===== src/rtl/ffpa_pkg.sv =====
// ----------------------------------------------------------------------------
// ffpa_pkg
// shared types and codes for the first-fit partition allocator
// ----------------------------------------------------------------------------
package ffpa_pkg;

	localparam logic OP_LOAD  = 1'b0;
	localparam logic OP_ALLOC = 1'b1;

	localparam logic [1:0] STAT_LOADED  = 2'd0;
	localparam logic [1:0] STAT_GRANTED = 2'd1;
	localparam logic [1:0] STAT_NOFIT   = 2'd2;

	localparam int GRP_W = 16;

	typedef enum logic [1:0] {
		ST_IDLE,
		ST_CMP,
		ST_SCAN,
		ST_DONE
	} state_t;

	typedef struct packed {
		logic capture;
		logic compare;
		logic scan;
		logic commit;
	} cmd_t;

	typedef struct packed {
		logic is_alloc;
		logic hit;
		logic last_grp;
		logic out_free;
	} stat_t;

endpackage


===== src/rtl/ffpa_ctrl.sv =====
// ----------------------------------------------------------------------------
// ffpa_ctrl
// sequencer: capture, compare all partitions, allocate-only group scan, commit
// ----------------------------------------------------------------------------
module ffpa_ctrl (
	input  logic            clk,
	input  logic            arst_n,
	input  logic            in_valid,
	output logic            in_stall,
	input  ffpa_pkg::stat_t st,
	output ffpa_pkg::cmd_t  cmd
);
	import ffpa_pkg::*;

	state_t state_q;
	state_t state_nxt;

	always_ff @(posedge clk or negedge arst_n) begin
		if (!arst_n) begin
			state_q <= ST_IDLE;
		end else begin
			state_q <= state_nxt;
		end
	end

	always_comb begin
		state_nxt = state_q;
		unique case (state_q)
			ST_IDLE: begin
				if (in_valid) state_nxt = ST_CMP;
			end
			ST_CMP: begin
				state_nxt = st.is_alloc ? ST_SCAN : ST_DONE;
			end
			ST_SCAN: begin
				if (st.hit || st.last_grp) state_nxt = ST_DONE;
			end
			ST_DONE: begin
				if (st.out_free) state_nxt = ST_IDLE;
			end
			default: state_nxt = ST_IDLE;
		endcase
	end

	always_comb begin
		cmd      = '0;
		in_stall = 1'b1;
		unique case (state_q)
			ST_IDLE: begin
				in_stall    = 1'b0;
				cmd.capture = in_valid;
			end
			ST_CMP:  cmd.compare = 1'b1;
			ST_SCAN: cmd.scan    = 1'b1;
			ST_DONE: cmd.commit  = st.out_free;
			default: cmd = '0;
		endcase
	end

endmodule


===== src/rtl/ffpa_dpath.sv =====
// ----------------------------------------------------------------------------
// ffpa_dpath
// partition lanes, fit vector, group priority pick, total and output register
// ----------------------------------------------------------------------------
module ffpa_dpath #(
	parameter int NUM_PARTITIONS = 16,
	parameter int SIZE_BITS      = 16
) (
	input  logic            clk,
	input  logic            arst_n,
	input  ffpa_pkg::cmd_t  cmd,
	output ffpa_pkg::stat_t st,
	input  logic            op,
	input  logic [3:0]      part_index,
	input  logic [15:0]     amount,
	output logic            out_valid,
	input  logic            out_stall,
	output logic [1:0]      status,
	output logic [3:0]      chosen_index,
	output logic [15:0]     leftover,
	output logic [19:0]     total_free
);
	import ffpa_pkg::*;

	localparam int AW = (SIZE_BITS < 16) ? SIZE_BITS : 16;
	localparam int IW = (NUM_PARTITIONS > 1) ? $clog2(NUM_PARTITIONS) : 1;
	localparam int NG = (NUM_PARTITIONS + GRP_W - 1) / GRP_W;
	localparam int GW = (NG > 1) ? $clog2(NG) : 1;

	logic [SIZE_BITS-1:0]      size_q [NUM_PARTITIONS];
	logic [NUM_PARTITIONS-1:0] filled_q;
	logic [NUM_PARTITIONS-1:0] fit_q;
	logic [20:0]               total_q;

	logic                      op_q;
	logic [3:0]                idx_q;
	logic [SIZE_BITS-1:0]      amt_q;
	logic [GW-1:0]             grp_q;
	logic [IW-1:0]             pick_q;
	logic                      found_q;

	logic                      out_valid_q;
	logic [1:0]                status_q;
	logic [3:0]                chosen_q;
	logic [15:0]               left_q;
	logic [19:0]               tot_out_q;

	logic [NG*GRP_W-1:0]       fit_pad;
	logic [GRP_W-1:0]          grp_bits;
	logic [3:0]                grp_lo;
	logic                      ld_ok;
	logic [IW-1:0]             ld_sel;
	logic [IW-1:0]             rd_idx;
	logic [SIZE_BITS-1:0]      rd_size;
	logic [SIZE_BITS-1:0]      new_left;
	logic [20:0]               total_nxt;
	logic                      out_free;

	assign fit_pad  = (NG*GRP_W)'(fit_q);
	assign grp_bits = fit_pad[grp_q*GRP_W +: GRP_W];

	always_comb begin
		grp_lo = '0;
		for (int k = GRP_W - 1; k >= 0; k--) begin
			if (grp_bits[k]) grp_lo = k[3:0];
		end
	end

	assign ld_ok     = ({5'd0, idx_q} < 9'(NUM_PARTITIONS));
	assign ld_sel    = IW'(idx_q);
	assign rd_idx    = op_q ? pick_q : ld_sel;
	assign rd_size   = size_q[rd_idx];
	assign new_left  = op_q ? (rd_size - amt_q) : amt_q;
	assign total_nxt = op_q ? (total_q - 21'(amt_q))
	                        : (total_q - 21'(rd_size) + 21'(amt_q));
	assign out_free  = !out_valid_q || !out_stall;

	assign st.is_alloc = op_q;
	assign st.hit      = |grp_bits;
	assign st.last_grp = (grp_q == GW'(NG - 1));
	assign st.out_free = out_free;

	// item capture
	always_ff @(posedge clk) begin
		if (cmd.capture) begin
			op_q  <= op;
			idx_q <= part_index;
			amt_q <= SIZE_BITS'(amount[AW-1:0]);
		end
	end

	// compare and group scan
	always_ff @(posedge clk or negedge arst_n) begin
		if (!arst_n) begin
			fit_q   <= '0;
			grp_q   <= '0;
			pick_q  <= '0;
			found_q <= 1'b0;
		end else if (cmd.compare) begin
			for (int k = 0; k < NUM_PARTITIONS; k++) begin
				fit_q[k] <= !filled_q[k] && (amt_q <= size_q[k]);
			end
			grp_q   <= '0;
			found_q <= 1'b0;
		end else if (cmd.scan) begin
			if (|grp_bits) begin
				pick_q  <= IW'({grp_q, grp_lo});
				found_q <= 1'b1;
			end else if (grp_q != GW'(NG - 1)) begin
				grp_q <= grp_q + 1'b1;
			end
		end
	end

	// partition lanes and running total
	always_ff @(posedge clk or negedge arst_n) begin
		if (!arst_n) begin
			for (int k = 0; k < NUM_PARTITIONS; k++) size_q[k] <= '0;
			filled_q <= '0;
			total_q  <= '0;
		end else if (cmd.commit) begin
			if (!op_q && ld_ok) begin
				size_q[rd_idx]   <= new_left;
				filled_q[rd_idx] <= 1'b0;
				total_q          <= total_nxt;
			end else if (op_q && found_q) begin
				size_q[rd_idx]   <= new_left;
				filled_q[rd_idx] <= 1'b1;
				total_q          <= total_nxt;
			end
		end
	end

	// result register
	always_ff @(posedge clk or negedge arst_n) begin
		if (!arst_n) begin
			out_valid_q <= 1'b0;
		end else if (cmd.commit) begin
			out_valid_q <= 1'b1;
		end else if (!out_stall) begin
			out_valid_q <= 1'b0;
		end
	end

	always_ff @(posedge clk) begin
		if (cmd.commit) begin
			if (!op_q) begin
				status_q  <= STAT_LOADED;
				chosen_q  <= idx_q;
				left_q    <= ld_ok ? 16'(new_left) : 16'd0;
				tot_out_q <= ld_ok ? total_nxt[19:0] : total_q[19:0];
			end else if (found_q) begin
				status_q  <= STAT_GRANTED;
				chosen_q  <= 4'(pick_q);
				left_q    <= 16'(new_left);
				tot_out_q <= total_nxt[19:0];
			end else begin
				status_q  <= STAT_NOFIT;
				chosen_q  <= 4'd0;
				left_q    <= 16'd0;
				tot_out_q <= total_q[19:0];
			end
		end
	end

	assign out_valid    = out_valid_q;
	assign status       = status_q;
	assign chosen_index = chosen_q;
	assign leftover     = left_q;
	assign total_free   = tot_out_q;

endmodule


===== src/rtl/first_fit_partition_allocator_top.sv =====
// ----------------------------------------------------------------------------
// first_fit_partition_allocator_top
// fixed-partition first-fit allocator: load partition sizes, grant requests
// ----------------------------------------------------------------------------
//  channel | handshake            | payload
//  --------+----------------------+------------------------------------------
//  in      | in_valid / in_stall  | op, part_index, amount
//  out     | out_valid / out_stall| status, chosen_index, leftover, total_free
//
//  one item at a time; a load goes from capture through compare to write-back
//  an allocate runs one compare of all partitions, then a priority scan of
//  16 fit bits per cycle, then write-back
//  input is taken again in the cycle after write-back
//  arst_n clears all sizes, filled flags and the total at once
//  a held result blocks the write-back of the next item until it is taken
// ----------------------------------------------------------------------------
module first_fit_partition_allocator_top #(
	parameter int NUM_PARTITIONS = 16,
	parameter int SIZE_BITS      = 16
) (
	input  logic        clk,
	input  logic        arst_n,
	input  logic        in_valid,
	output logic        in_stall,
	input  logic        op,
	input  logic [3:0]  part_index,
	input  logic [15:0] amount,
	output logic        out_valid,
	input  logic        out_stall,
	output logic [1:0]  status,
	output logic [3:0]  chosen_index,
	output logic [15:0] leftover,
	output logic [19:0] total_free
);
	import ffpa_pkg::*;

	cmd_t  cmd;
	stat_t st;

	ffpa_ctrl u_ctrl (
		.clk      (clk),
		.arst_n   (arst_n),
		.in_valid (in_valid),
		.in_stall (in_stall),
		.st       (st),
		.cmd      (cmd)
	);

	ffpa_dpath #(
		.NUM_PARTITIONS (NUM_PARTITIONS),
		.SIZE_BITS      (SIZE_BITS)
	) u_dpath (
		.clk          (clk),
		.arst_n       (arst_n),
		.cmd          (cmd),
		.st           (st),
		.op           (op),
		.part_index   (part_index),
		.amount       (amount),
		.out_valid    (out_valid),
		.out_stall    (out_stall),
		.status       (status),
		.chosen_index (chosen_index),
		.leftover     (leftover),
		.total_free   (total_free)
	);

endmodule

===== config.mk =====
export PLATFORM = sky130hd
export DESIGN_NAME = first_fit_partition_allocator_top
export DESIGN_NICKNAME = d
export VERILOG_FILES = /design/src/rtl/ffpa_pkg.sv /design/src/rtl/ffpa_ctrl.sv /design/src/rtl/ffpa_dpath.sv /design/src/rtl/first_fit_partition_allocator_top.sv
export SDC_FILE = /design/constraint.sdc
export NUM_CORES = 1
export LEC_CHECK = 0
export BUFFER_PORTS_ARGS = -buffer_cell sky130_fd_sc_hd__buf_2
export CORE_MARGIN = 8
export CORE_UTILIZATION = 61
export CTS_CLUSTER_DIAMETER = 60
export DETAILED_ROUTE_END_ITERATION = 8
export PLACE_DENSITY = 0.83
export SLEW_MARGIN = 10
export SYNTH_ARGS = -nofsm -noshare
export SYNTH_HDL_FRONTEND = slang
export SYNTH_SLANG_ARGS = --single-unit

===== constraint.sdc =====
create_clock -name clk -period 5.5 [get_ports clk]
set_input_delay 0.275 -clock clk [delete_from_list [all_inputs] [get_ports clk]]
set_output_delay 0.275 -clock clk [all_outputs]
set_load 0.03 [all_outputs]

==> impl_metrics.py, run 1 <==
metrics = {
    "run_status": {
        "status": "finished clean",
    },
    "setup_path": {
        "worstPathArrival_ns": 5.68,
        "r2r-end": "u_dpath.size_q[175]",
        "regToRegSetupSlack_ns": 0.24,
        "crit_type": "reg2reg",
        "crit_path_start_kind": "flop",
        "path_max_fanout": 16,
        "slowest_delay_ns": 0.90,
        "crit_required_ns": 5.91,
        "end_kind": "flop",
        "cp_common_cell": "a21oi_1",
        "cp-startpoint": "u_dpath.op_q",
        "slowest_stage": "a211oi_2",
        "rr_startpoint": "u_dpath.op_q",
        "reg2reg_depth": 15,
        "path_cells": "mux2_2 -> buf_4 -> mux4_2 -> nor2_1 -> a211oi_1 -> a31oi_1 -> ha_1 -> a21oi_1 -> o21ai_0 -> or3_1 -> o211a_1 -> a31oi_4 -> nor3_1 -> a211oi_2 -> a21oi_1",
    },
    "yosys": {
        "yosys.area.top_type": "dfrtp_1",
        "yosys_warnings": 0,
        "synth-edff-count": 63,
        "synth-xor-area-share": 0.0136,
        "synthCells": 2743,
        "synthTopCellsByArea": "dfrtp_1 (31%), ha_1 (15%), edfxtp_1 (7.4%)",
        "synth.cell_area_um2": 25700,
        "yosys-mux-area-fraction": 0.0720,
        "synth_compound_area_frac": 0.173,
        "synth_top_family_by_area": "compound AO/OA/AOI/OAI gates",
        "synthesis.nets": 3101,
        "ys.flop_type": "dfrtp_1",
        "avgSynthCellArea_um2": 9.36,
        "synth.ff_latch_count": 379,
        "ys_seq_area_frac": 0.382,
        "postSynth.asyncResetShare": 0.834,
        "synthSimpleGateAreaFrac": 0.128,
        "post_synth_fa_ha_maj_area_fraction": 0.167,
        "synth_top_area_share": 0.308,
        "ys_types": 77,
    },
    "floorplanning": {
        "die_h_um": 221,
        "core.rowCount": 75,
        "dieArea_um2": 48900,
        "ios": 69,
        "core_area_um2": 41800,
        "initial_utilization": 0.615,
        "die-width_um": 221,
    },
    "layout": {
        "finish.instance_area_um2": 28600,
        "drive_above_1_share": 0.107,
        "multi_input_area_um2": 14300,
        "regArea_um2": 9800,
        "final_common_cell": "nand2_1",
        "nets": 3201,
        "postLayoutCoreUtil": 0.685,
        "layout_common_cells": "nand2_1 (327), inv_1 (325), dfrtp_1 (316)",
        "num_antenna_cells": 0,
        "fillers": 3113,
        "area_growth_pct": 11.4,
    },
    "clocking": {
        "cts_buffers": 44,
        "insertion_delay_ns": 0.60,
        "h-tree-depth": 2,
        "cts.reportedPaths.clkPinSlew_ns": 0.06,
        "clkSinkCount": 379,
        "clockRootBuffer": "clkbuf_16",
        "cts_max_path_buffers": 3,
        "cts_tree": "yes",
    },
    "sta": {
        "rsz0062_at_grt": "no",
        "slew_headroom": 0.227,
        "fmax_ghz": 0.190,
        "finalHoldViolCount": 0,
        "slew_viol_final": 0,
        "fin_skew_ns": 0.0264,
        "setup_viol": 0,
        "fin_crit_sh": 0.957,
        "worst_slew_pin_slew_ns": 1.16,
        "min_period_ns": 5.26,
        "whs_ns": 0.211,
        "final.setup.tns_ns": 0,
    },
    "power_and_ir_drop": {
        "leakage_nw": 12.9,
        "peakVddDrop_mv": 0.378,
        "power_mw": 20.5,
        "power_density_nw_per_um2": 715,
    },
    "placement": {
        "port_buffers": 68,
        "place_congestion": 1.02,
        "hpwl_mm": 59.9,
        "dpl_cell_area_um2": 26900,
    },
    "grt": {
        "antenna_found_initial": 0,
        "grt_pass1_wl_mm": 127,
        "grt_max_degree": 121,
        "grt_use_met1": 0.399,
        "grt_pass1_vias": 22300,
        "grt_most_used_layer": "met2",
        "grtUsageMet2": 0.533,
        "grt_overflow": 0,
        "grt_util_all_layers": 0.331,
        "grt_util_met3": 0.0682,
    },
    "min_path": {
        "hold_start": "in_valid",
        "hold_path.class": "in2reg",
        "hold_end": "u_ctrl.state_q[1]",
        "holdPathStages": 3,
    },
    "routing": {
        "wl_per_cell_um": 24.0,
        "drc": 0,
        "dr.pass1.iters": 6,
        "num_vias": 22100,
        "drt-vias-per-instance": 6.46,
        "dr.first_iter.drc_count": 2368,
        "routed_wl_mm": 82.1,
        "ant_nets": 0,
    },
    "flow_run": {
        "maxCapViolCount": 0,
    },
}
## stage by stage
stage                     instances  setup slack (ns)
after global routing           3415           0.00723
after floorplan                2743             0.656
after CTS                      3414             0.279
after global placement         3312             0.422
after detailed placement       3312             0.287
final                          3415             0.239
## power by group
group	total (mW)	internal, mW	switching [mW]	leakage (nW)
Clock	3.07	1.81	1.26	0.730
Combinational	12.2	4.77	7.38	7.51
Sequential	5.24	4.17	1.07	4.68
## sequential cells by signal (all words and copies together) (netlist names), 2 cells and up, named ones only
name                  count
u_ctrl.state_q            2
u_dpath.leftover         16
u_dpath.chosen_index      4
u_dpath.pick_q            4
u_dpath.amt_q            16
u_dpath.total_free       20
u_dpath.size_q          256
u_dpath.idx_q             4
u_dpath.status            2
u_dpath.total_q          20
u_dpath.fit_pad          16
## kinds of logic (layout without fill, tap and decap cells)
kind of cell,after synthesis,after routing
adders and majority gates,333,333
muxes,103,103
DFF,379,379
AOI/OAI and AO/OA,740,740
buffers and inverters,425,558
xor gates and xnor gates,40,40
and+or+nand+nor,723,723
## how the worst max path moves through the flow
stage,endpoint,slack [ns],cells after the start
CTS,u_dpath.total_free[16],0.28,18
global route,u_dpath.size_q[175],0.007,15
detailed placement,u_dpath.total_free[16],0.29,18
floorplan,u_dpath.total_q[16],0.66,18
global placement,u_dpath.total_free[16],0.42,18
finish,u_dpath.size_q[175],0.24,15
## routing by layer
metal	share of wire	wire length (µm)	up-vias
li1	-	-	9848
met1	0.38	30800	10700
met3	0.088	7220	333
met2	0.46	37600	1188
met4	0.078	6430	0
met5	0	0	-
## what timing repair did
action | 4_1_cts | 5_1_grt
buffers inserted | 0 | 1
resized for setup | 0 | 3
setup endpoints to repair | 0 | 8
endpoints found under the hold margin | 134 | 0
hold buffers | 23 | 0
## worst max-delay path: cells and delay by family, from the launching register on
family | cells | cell delay [ns]
simple gates | 3 | 0.55
flops | 1 | 0.47
mux | 2 | 0.95
fa+ha+maj | 1 | 0.38
compound gates | 8 | 2.43
buf+inv | 1 | 0.29
## area by class of cell
class,instances,share of cell area
sequential,379,0.343
clock buffer,66,0.0464
timing repair buffer,153,0.0383
inverter,326,0.0428
multi-input combinational,1939,0.501
clock inverter,13,0.00573
tap,539,0.0236
## cells in the mapped netlist, types with 7 or more instances
master and number:
a211o_1 8, a211oi_1 27, a21o_1 47, a21oi_1 158, a21oi_2 10, a31oi_1 21
and3_1 7, buf_2 19, clkbuf_1 72, dfrtp_1 316, edfxtp_1 63, fa_1 18
ha_1 315, inv_1 326, mux2i_1 31, mux4_2 64, nand2_1 327, nand2b_1 25
nand3_1 30, nand4_1 45, nor2_1 172, nor2b_1 41, nor3_1 22, nor4_1 10
o211ai_1 7, o21a_1 62, o21ai_0 309, o21ai_1 14, o21bai_1 10, o22ai_1 7
o31ai_1 11, o41ai_1 10, xnor2_1 27, xor2_1 13
(Power assumes the default switching activity.)
==> run 2, diff against run 1 <==
HOLD_SLACK_MARGIN = 0.03   (was default)
PLACE_DENSITY = 0.78   (was 0.83)
==> impl_metrics.py, run 2 (synthesis results as in run 1) <==
metrics = {
    "sta": {
        "fin_skew_ns": 0.0260,
        "worst_slew_pin_slew_ns": 1.17,
        "slew_headroom": 0.212,
        "rsz0062_at_grt": "no",
        "fmax_ghz": 0.188,
        "final.setup.tns_ns": 0,
        "finalHoldViolCount": 0,
        "fin_crit_sh": 0.965,
        "slew_viol_final": 0,
        "setup_viol": 0,
        "min_period_ns": 5.31,
        "setup_slack_ns": 0.194,
    },
    "routing": {
        "ant_nets": 0,
        "drc": 1,
        "wl_per_cell_um": 23.4,
        "dr.max_layer_used": "met5",
        "dr.pass1.iters": 7,
        "routed_wl_mm": 80.2,
        "wl_met2_mm": 38.3,
        "wl_met1_mm": 31.0,
        "drt-vias-per-instance": 6.34,
        "dr.first_iter.drc_count": 2078,
        "met3_length_mm": 5.53,
        "num_vias": 21700,
    },
    "grt": {
        "grt_overflow": 0,
        "antenna_found_initial": 2,
        "grt_pass1_wl_mm": 124,
        "grt_util_all_layers": 0.324,
        "grt_max_degree": 103,
        "grt_pass1_vias": 22000,
    },
    "clocking": {
        "clockRootBuffer": "clkbuf_16",
        "cts_max_path_buffers": 3,
        "insertion_delay_ns": 0.60,
        "cts_buffers": 45,
        "cts_tree": "yes",
        "clkSinkCount": 379,
        "cts.reportedPaths.clkPinSlew_ns": 0.06,
        "h-tree-depth": 2,
    },
    "setup_path": {
        "end_kind": "flop",
        "crit_required_ns": 5.82,
        "worstPathArrival_ns": 5.62,
        "crit_path_start_kind": "flop",
        "path_max_fanout": 11,
        "crit_type": "reg2reg",
    },
    "layout": {
        "final_common_cell": "nand2_1",
        "num_antenna_cells": 0,
        "layout_common_cells": "nand2_1 (327), inv_1 (325), dfrtp_1 (316)",
        "largest_reg_flops": 256,
        "nets": 3208,
        "multi_input_area_um2": 14300,
        "regArea_um2": 9800,
        "drive_above_1_share": 0.110,
        "fillers": 3176,
        "largest-register": "u_dpath.size_q",
        "area_growth_pct": 11.6,
    },
    "power_and_ir_drop": {
        "leakage_nw": 13.0,
        "peakVddDrop_mv": 0.343,
        "power_density_nw_per_um2": 713,
    },
    "placement": {
        "port_buffers": 68,
        "place_congestion": 0.970,
        "hpwl_mm": 59.8,
        "place_ws_ns": 0.0518,
    },
    "floorplanning": {
        "ios": 69,
        "dieArea_um2": 48900,
        "die-width_um": 221,
        "initial_utilization": 0.615,
        "core_area_um2": 41800,
        "die_h_um": 221,
        "core.rowCount": 75,
    },
    "run_status": {
        "status": "complete, but fails checks",
        "failed_checks": "DRC",
    },
    "min_path": {
        "hold_path.class": "in2reg",
    },
    "flow_run": {
        "maxCapViolCount": 0,
    },
}
[run 2: cell types whose count changed in the layout (fill, tap and decap cells not counted), sizes merged]
| cell | change |
|---|---|
| buf | +6 |
| clkbuf | -3 |
| clkinv | +4 |
| clkinvlp | +1 |
| inv | +3 |
[run 2: layer usage]
metal / global-route usage / vias up
li1: - / 9886
met1: 0.391 / 10600
met2: 0.546 / 960
met3: 0.0479 / 251
met4: 0.197 / 4
met5: 0 / -
[run 2: power by group]
group	leakage (nW)	switching, mW	total (mW)	internal (mW)
combinational	7.53	7.34	12.2	4.81
sequential	4.68	1.02	5.19	4.17
clock	0.755	1.28	3.11	1.83
[run 2: final timing paths]
path | startpoint | endpoint | slack [ns] | depth (start not counted)
max reg2reg | u_dpath.op_q | u_dpath.total_free[19] | 0.19 | 18
max | u_dpath.op_q | u_dpath.total_free[19] | 0.19 | 18
min | in_valid | u_ctrl.state_q[1] | 0.24 | 3
min in group asynchronous | arst_n | u_dpath.out_valid | 0.31 | 2
min reg2reg | flop | flop | 0.47 | 2
max in group asynchronous | arst_n | u_dpath.size_q[41] | 3.70 | 3
[run 2: per-stage QoR]
| step | power (mW) | hold slack, ns | util | area, µm² | instances |
|---|---|---|---|---|---|
| after CTS | 20.2 | 0.218 | 0.685 | 28600 | 3419 |
| after global placement | 16.5 | 0.346 | 0.643 | 26900 | 3312 |
| after detailed placement | 17.0 | 0.361 | 0.643 | 26900 | 3312 |
| after global routing | 21.9 | 0.239 | 0.687 | 28700 | 3426 |
| after floorplan | 13.4 | -0.0206 | - | 25700 | 2743 |
| final | 20.4 | 0.245 | 0.687 | 28700 | 3426 |
[run 2: worst max-delay path, cell delays in order (launching register included)]
cell and delay (ns):
edfxtp_1 0.36, buf_4 0.18, buf_4 0.14, mux2_4 0.40
mux4_2 0.37, nor2_1 0.04, a211oi_1 0.41, a31oi_1 0.19
fa_1 0.53, inv_1 0.04, ha_1 0.39, and3_1 0.18
a221o_1 0.38, o211ai_1 0.36, a31oi_1 0.26, and3_1 0.24
o31ai_1 0.22, o211ai_1 0.17, xor2_1 0.17
[run 2: layout make-up]
cell class                 instances  area share
tap                              539      0.0235
timing repair buffer             159      0.0399
clock buffer                      63      0.0459
multi-input combinational       1939       0.499
sequential                       379       0.342
inverter                         326      0.0427
clock inverter                    21     0.00755
[run 2: timing repair]
| item | CTS | global route |
|---|---|---|
| setup buffers | 0 | 7 |
| endpoints found under the hold margin | 114 | 0 |
| resized for setup | 0 | 2 |
| setup endpoints to repair | 0 | 18 |
| hold buffers | 23 | 0 |
==> run 3, diff against run 2 <==
RECOVER_POWER = 25   (was default)
==> impl_metrics.py, run 3 (synthesis results as in run 1) <==
metrics = {
    "placement": {
        "port_buffers": 68,
        "hpwl_mm": 59.8,
        "place_congestion": 0.970,
    },
    "setup_path": {
        "slowest_delay_ns": 0.53,
        "regToRegSetupSlack_ns": 0.20,
        "r2r-end": "u_dpath.total_free[19]",
        "reg2reg_depth": 18,
        "slowest_stage": "fa_1",
        "crit_type": "reg2reg",
        "end_kind": "flop",
        "crit_path_start_kind": "flop",
        "path_cells": "buf_4 -> buf_4 -> mux2_4 -> mux4_2 -> nor2_1 -> a211oi_1 -> a31oi_1 -> fa_1 -> inv_1 -> ha_1 -> and3_1 -> a221o_1 -> o211ai_1 -> a31oi_1 -> and3_1 -> o31ai_1 -> o211ai_1 -> xor2_1",
        "crit_required_ns": 5.82,
        "endpoint": "u_dpath.total_free[19]",
        "path_max_fanout": 11,
        "worstPathArrival_ns": 5.62,
        "cp-startpoint": "u_dpath.op_q",
        "rr_startpoint": "u_dpath.op_q",
    },
    "sta": {
        "fin_skew_ns": 0.0248,
        "finalHoldViolCount": 0,
        "final.setup.tns_ns": 0,
        "slew_viol_final": 199,
        "fmax_ghz": 0.189,
        "slew_headroom": -0.824,
        "fin_crit_sh": 0.964,
        "rsz0062_at_grt": "no",
        "worst_slew_pin_slew_ns": 2.74,
        "whs_ns": 0.242,
        "min_period_ns": 5.30,
        "setup_viol": 0,
    },
    "clocking": {
        "cts.reportedPaths.clkPinSlew_ns": 0.06,
        "clockRootBuffer": "clkbuf_16",
        "h-tree-depth": 2,
        "clkSinkCount": 379,
        "cts_tree": "yes",
        "cts_buffers": 45,
        "cts_max_path_buffers": 3,
        "insertion_delay_ns": 0.60,
    },
    "layout": {
        "layout_common_cells": "nand2_1 (327), inv_1 (325), dfrtp_1 (316)",
        "largest-register": "u_dpath.size_q",
        "final_common_cell": "nand2_1",
        "area_growth_pct": 11.3,
        "num_antenna_cells": 0,
        "largest_reg_flops": 256,
        "drive_above_1_share": 0.0928,
        "nets": 3208,
    },
    "grt": {
        "grt_pass1_vias": 22000,
        "grt_pass1_wl_mm": 124,
        "grt_use_met1": 0.391,
        "grt_max_degree": 103,
        "grt_overflow": 0,
        "grt_util_met3": 0.0479,
        "grtUsageMet2": 0.546,
        "grt_most_used_layer": "met2",
        "antenna_found_initial": 1,
        "grt_util_all_layers": 0.324,
    },
    "routing": {
        "dr.first_iter.drc_count": 2255,
        "routed_wl_mm": 80.2,
        "drc": 0,
        "wl_per_cell_um": 23.4,
        "ant_nets": 0,
        "dr.pass1.iters": 6,
        "drt-vias-per-instance": 6.33,
        "num_vias": 21700,
    },
    "floorplanning": {
        "core_area_um2": 41800,
        "dieArea_um2": 48900,
        "core.rowCount": 75,
        "ios": 69,
        "die_h_um": 221,
        "initial_utilization": 0.615,
        "die-width_um": 221,
    },
    "power_and_ir_drop": {
        "power_frac_comb": 0.593,
        "p_sw_mw": 9.64,
        "pwr-share-clk": 0.152,
        "peakVddDrop_mv": 0.340,
        "power_frac_seq": 0.254,
        "leakage_nw": 12.8,
        "power_density_nw_per_um2": 714,
        "switching_share": 0.472,
        "p_int_mw": 10.8,
    },
    "flow_run": {
        "maxCapViolCount": 2,
    },
    "run_status": {
        "status": "complete, but fails checks",
        "failed_checks": "capacitance limit, slew limit",
    },
    "min_path": {
        "holdPathStages": 3,
        "hold_path.class": "in2reg",
    },
}
## run 3: repair_timing
item,CTS,global route
hold buffers,23,0
buffers inserted,0,7
resized for setup,0,2
hold endpoints to repair,114,0
setup endpoints to repair,0,18
## run 3: worst min path at each step
stage	startpoint	end	slack [ns]
2_1_floorplan	arst_n	async pin	-0.02
3_3_place_gp	arst_n	u_dpath.out_valid	0.35
3_5_place_dp	arst_n	u_dpath.out_valid	0.36
4_1_cts	in_valid	u_ctrl.state_q[1]	0.22
5_1_grt	in_valid	u_ctrl.state_q[1]	0.24
6_report	in_valid	u_ctrl.state_q[1]	0.24
## run 3: per-stage QoR
stage | std cells | utilization | cell area (µm²) | power, mW | setup WS [ns]
2_1_floorplan | 2743 | - | 25700 | 13.4 | 0.656
3_3_place_gp | 3312 | 0.643 | 26900 | 16.5 | 0.150
3_5_place_dp | 3312 | 0.643 | 26900 | 17.0 | 0.0518
4_1_cts | 3419 | 0.685 | 28600 | 20.2 | 0.0311
5_1_grt | 3426 | 0.685 | 28600 | 21.8 | 0.0182
6_report | 3426 | 0.685 | 28600 | 20.4 | 0.199
## run 3: power groups by stage
stage                     combinational, mW  sequential, mW  clock (mW)
after floorplan                        8.25            5.13           0
after global placement                 11.4            5.15           0
after detailed placement               11.9            5.18           0
after CTS                              12.0            5.14        3.13
after global routing                   13.3            5.29        3.24
final                                  12.1            5.19        3.11
## run 3: critical path, delay by kind of cell (launching register included)
| family | cells | cell delay, ns |
|---|---|---|
| AO/OA/AOI/OAI | 7 | 1.98 |
| XOR/XNOR | 1 | 0.17 |
| adder cells (fa/ha/maj) | 2 | 0.92 |
| buffers and inverters | 3 | 0.36 |
| flip-flops | 1 | 0.36 |
| multiplexers | 2 | 0.77 |
| AND/OR/NAND/NOR | 3 | 0.45 |
## run 3: per-layer routing
metal | up-vias | part of all wire
li1 | 9874 | -
met1 | 10600 | 0.38
met2 | 988 | 0.48
met3 | 267 | 0.072
met4 | 2 | 0.068
met5 | - | 0.00016
## run 3: final cells by class
type	instances	area [µm²]
Multi-Input combinational cell	1939	14300
Fill cell	3216	13200
Sequential cell	379	9800
Clock buffer	63	1320
Inverter	326	1220
Timing Repair Buffer	159	1060
Tap cell	539	674
Clock inverter	21	216
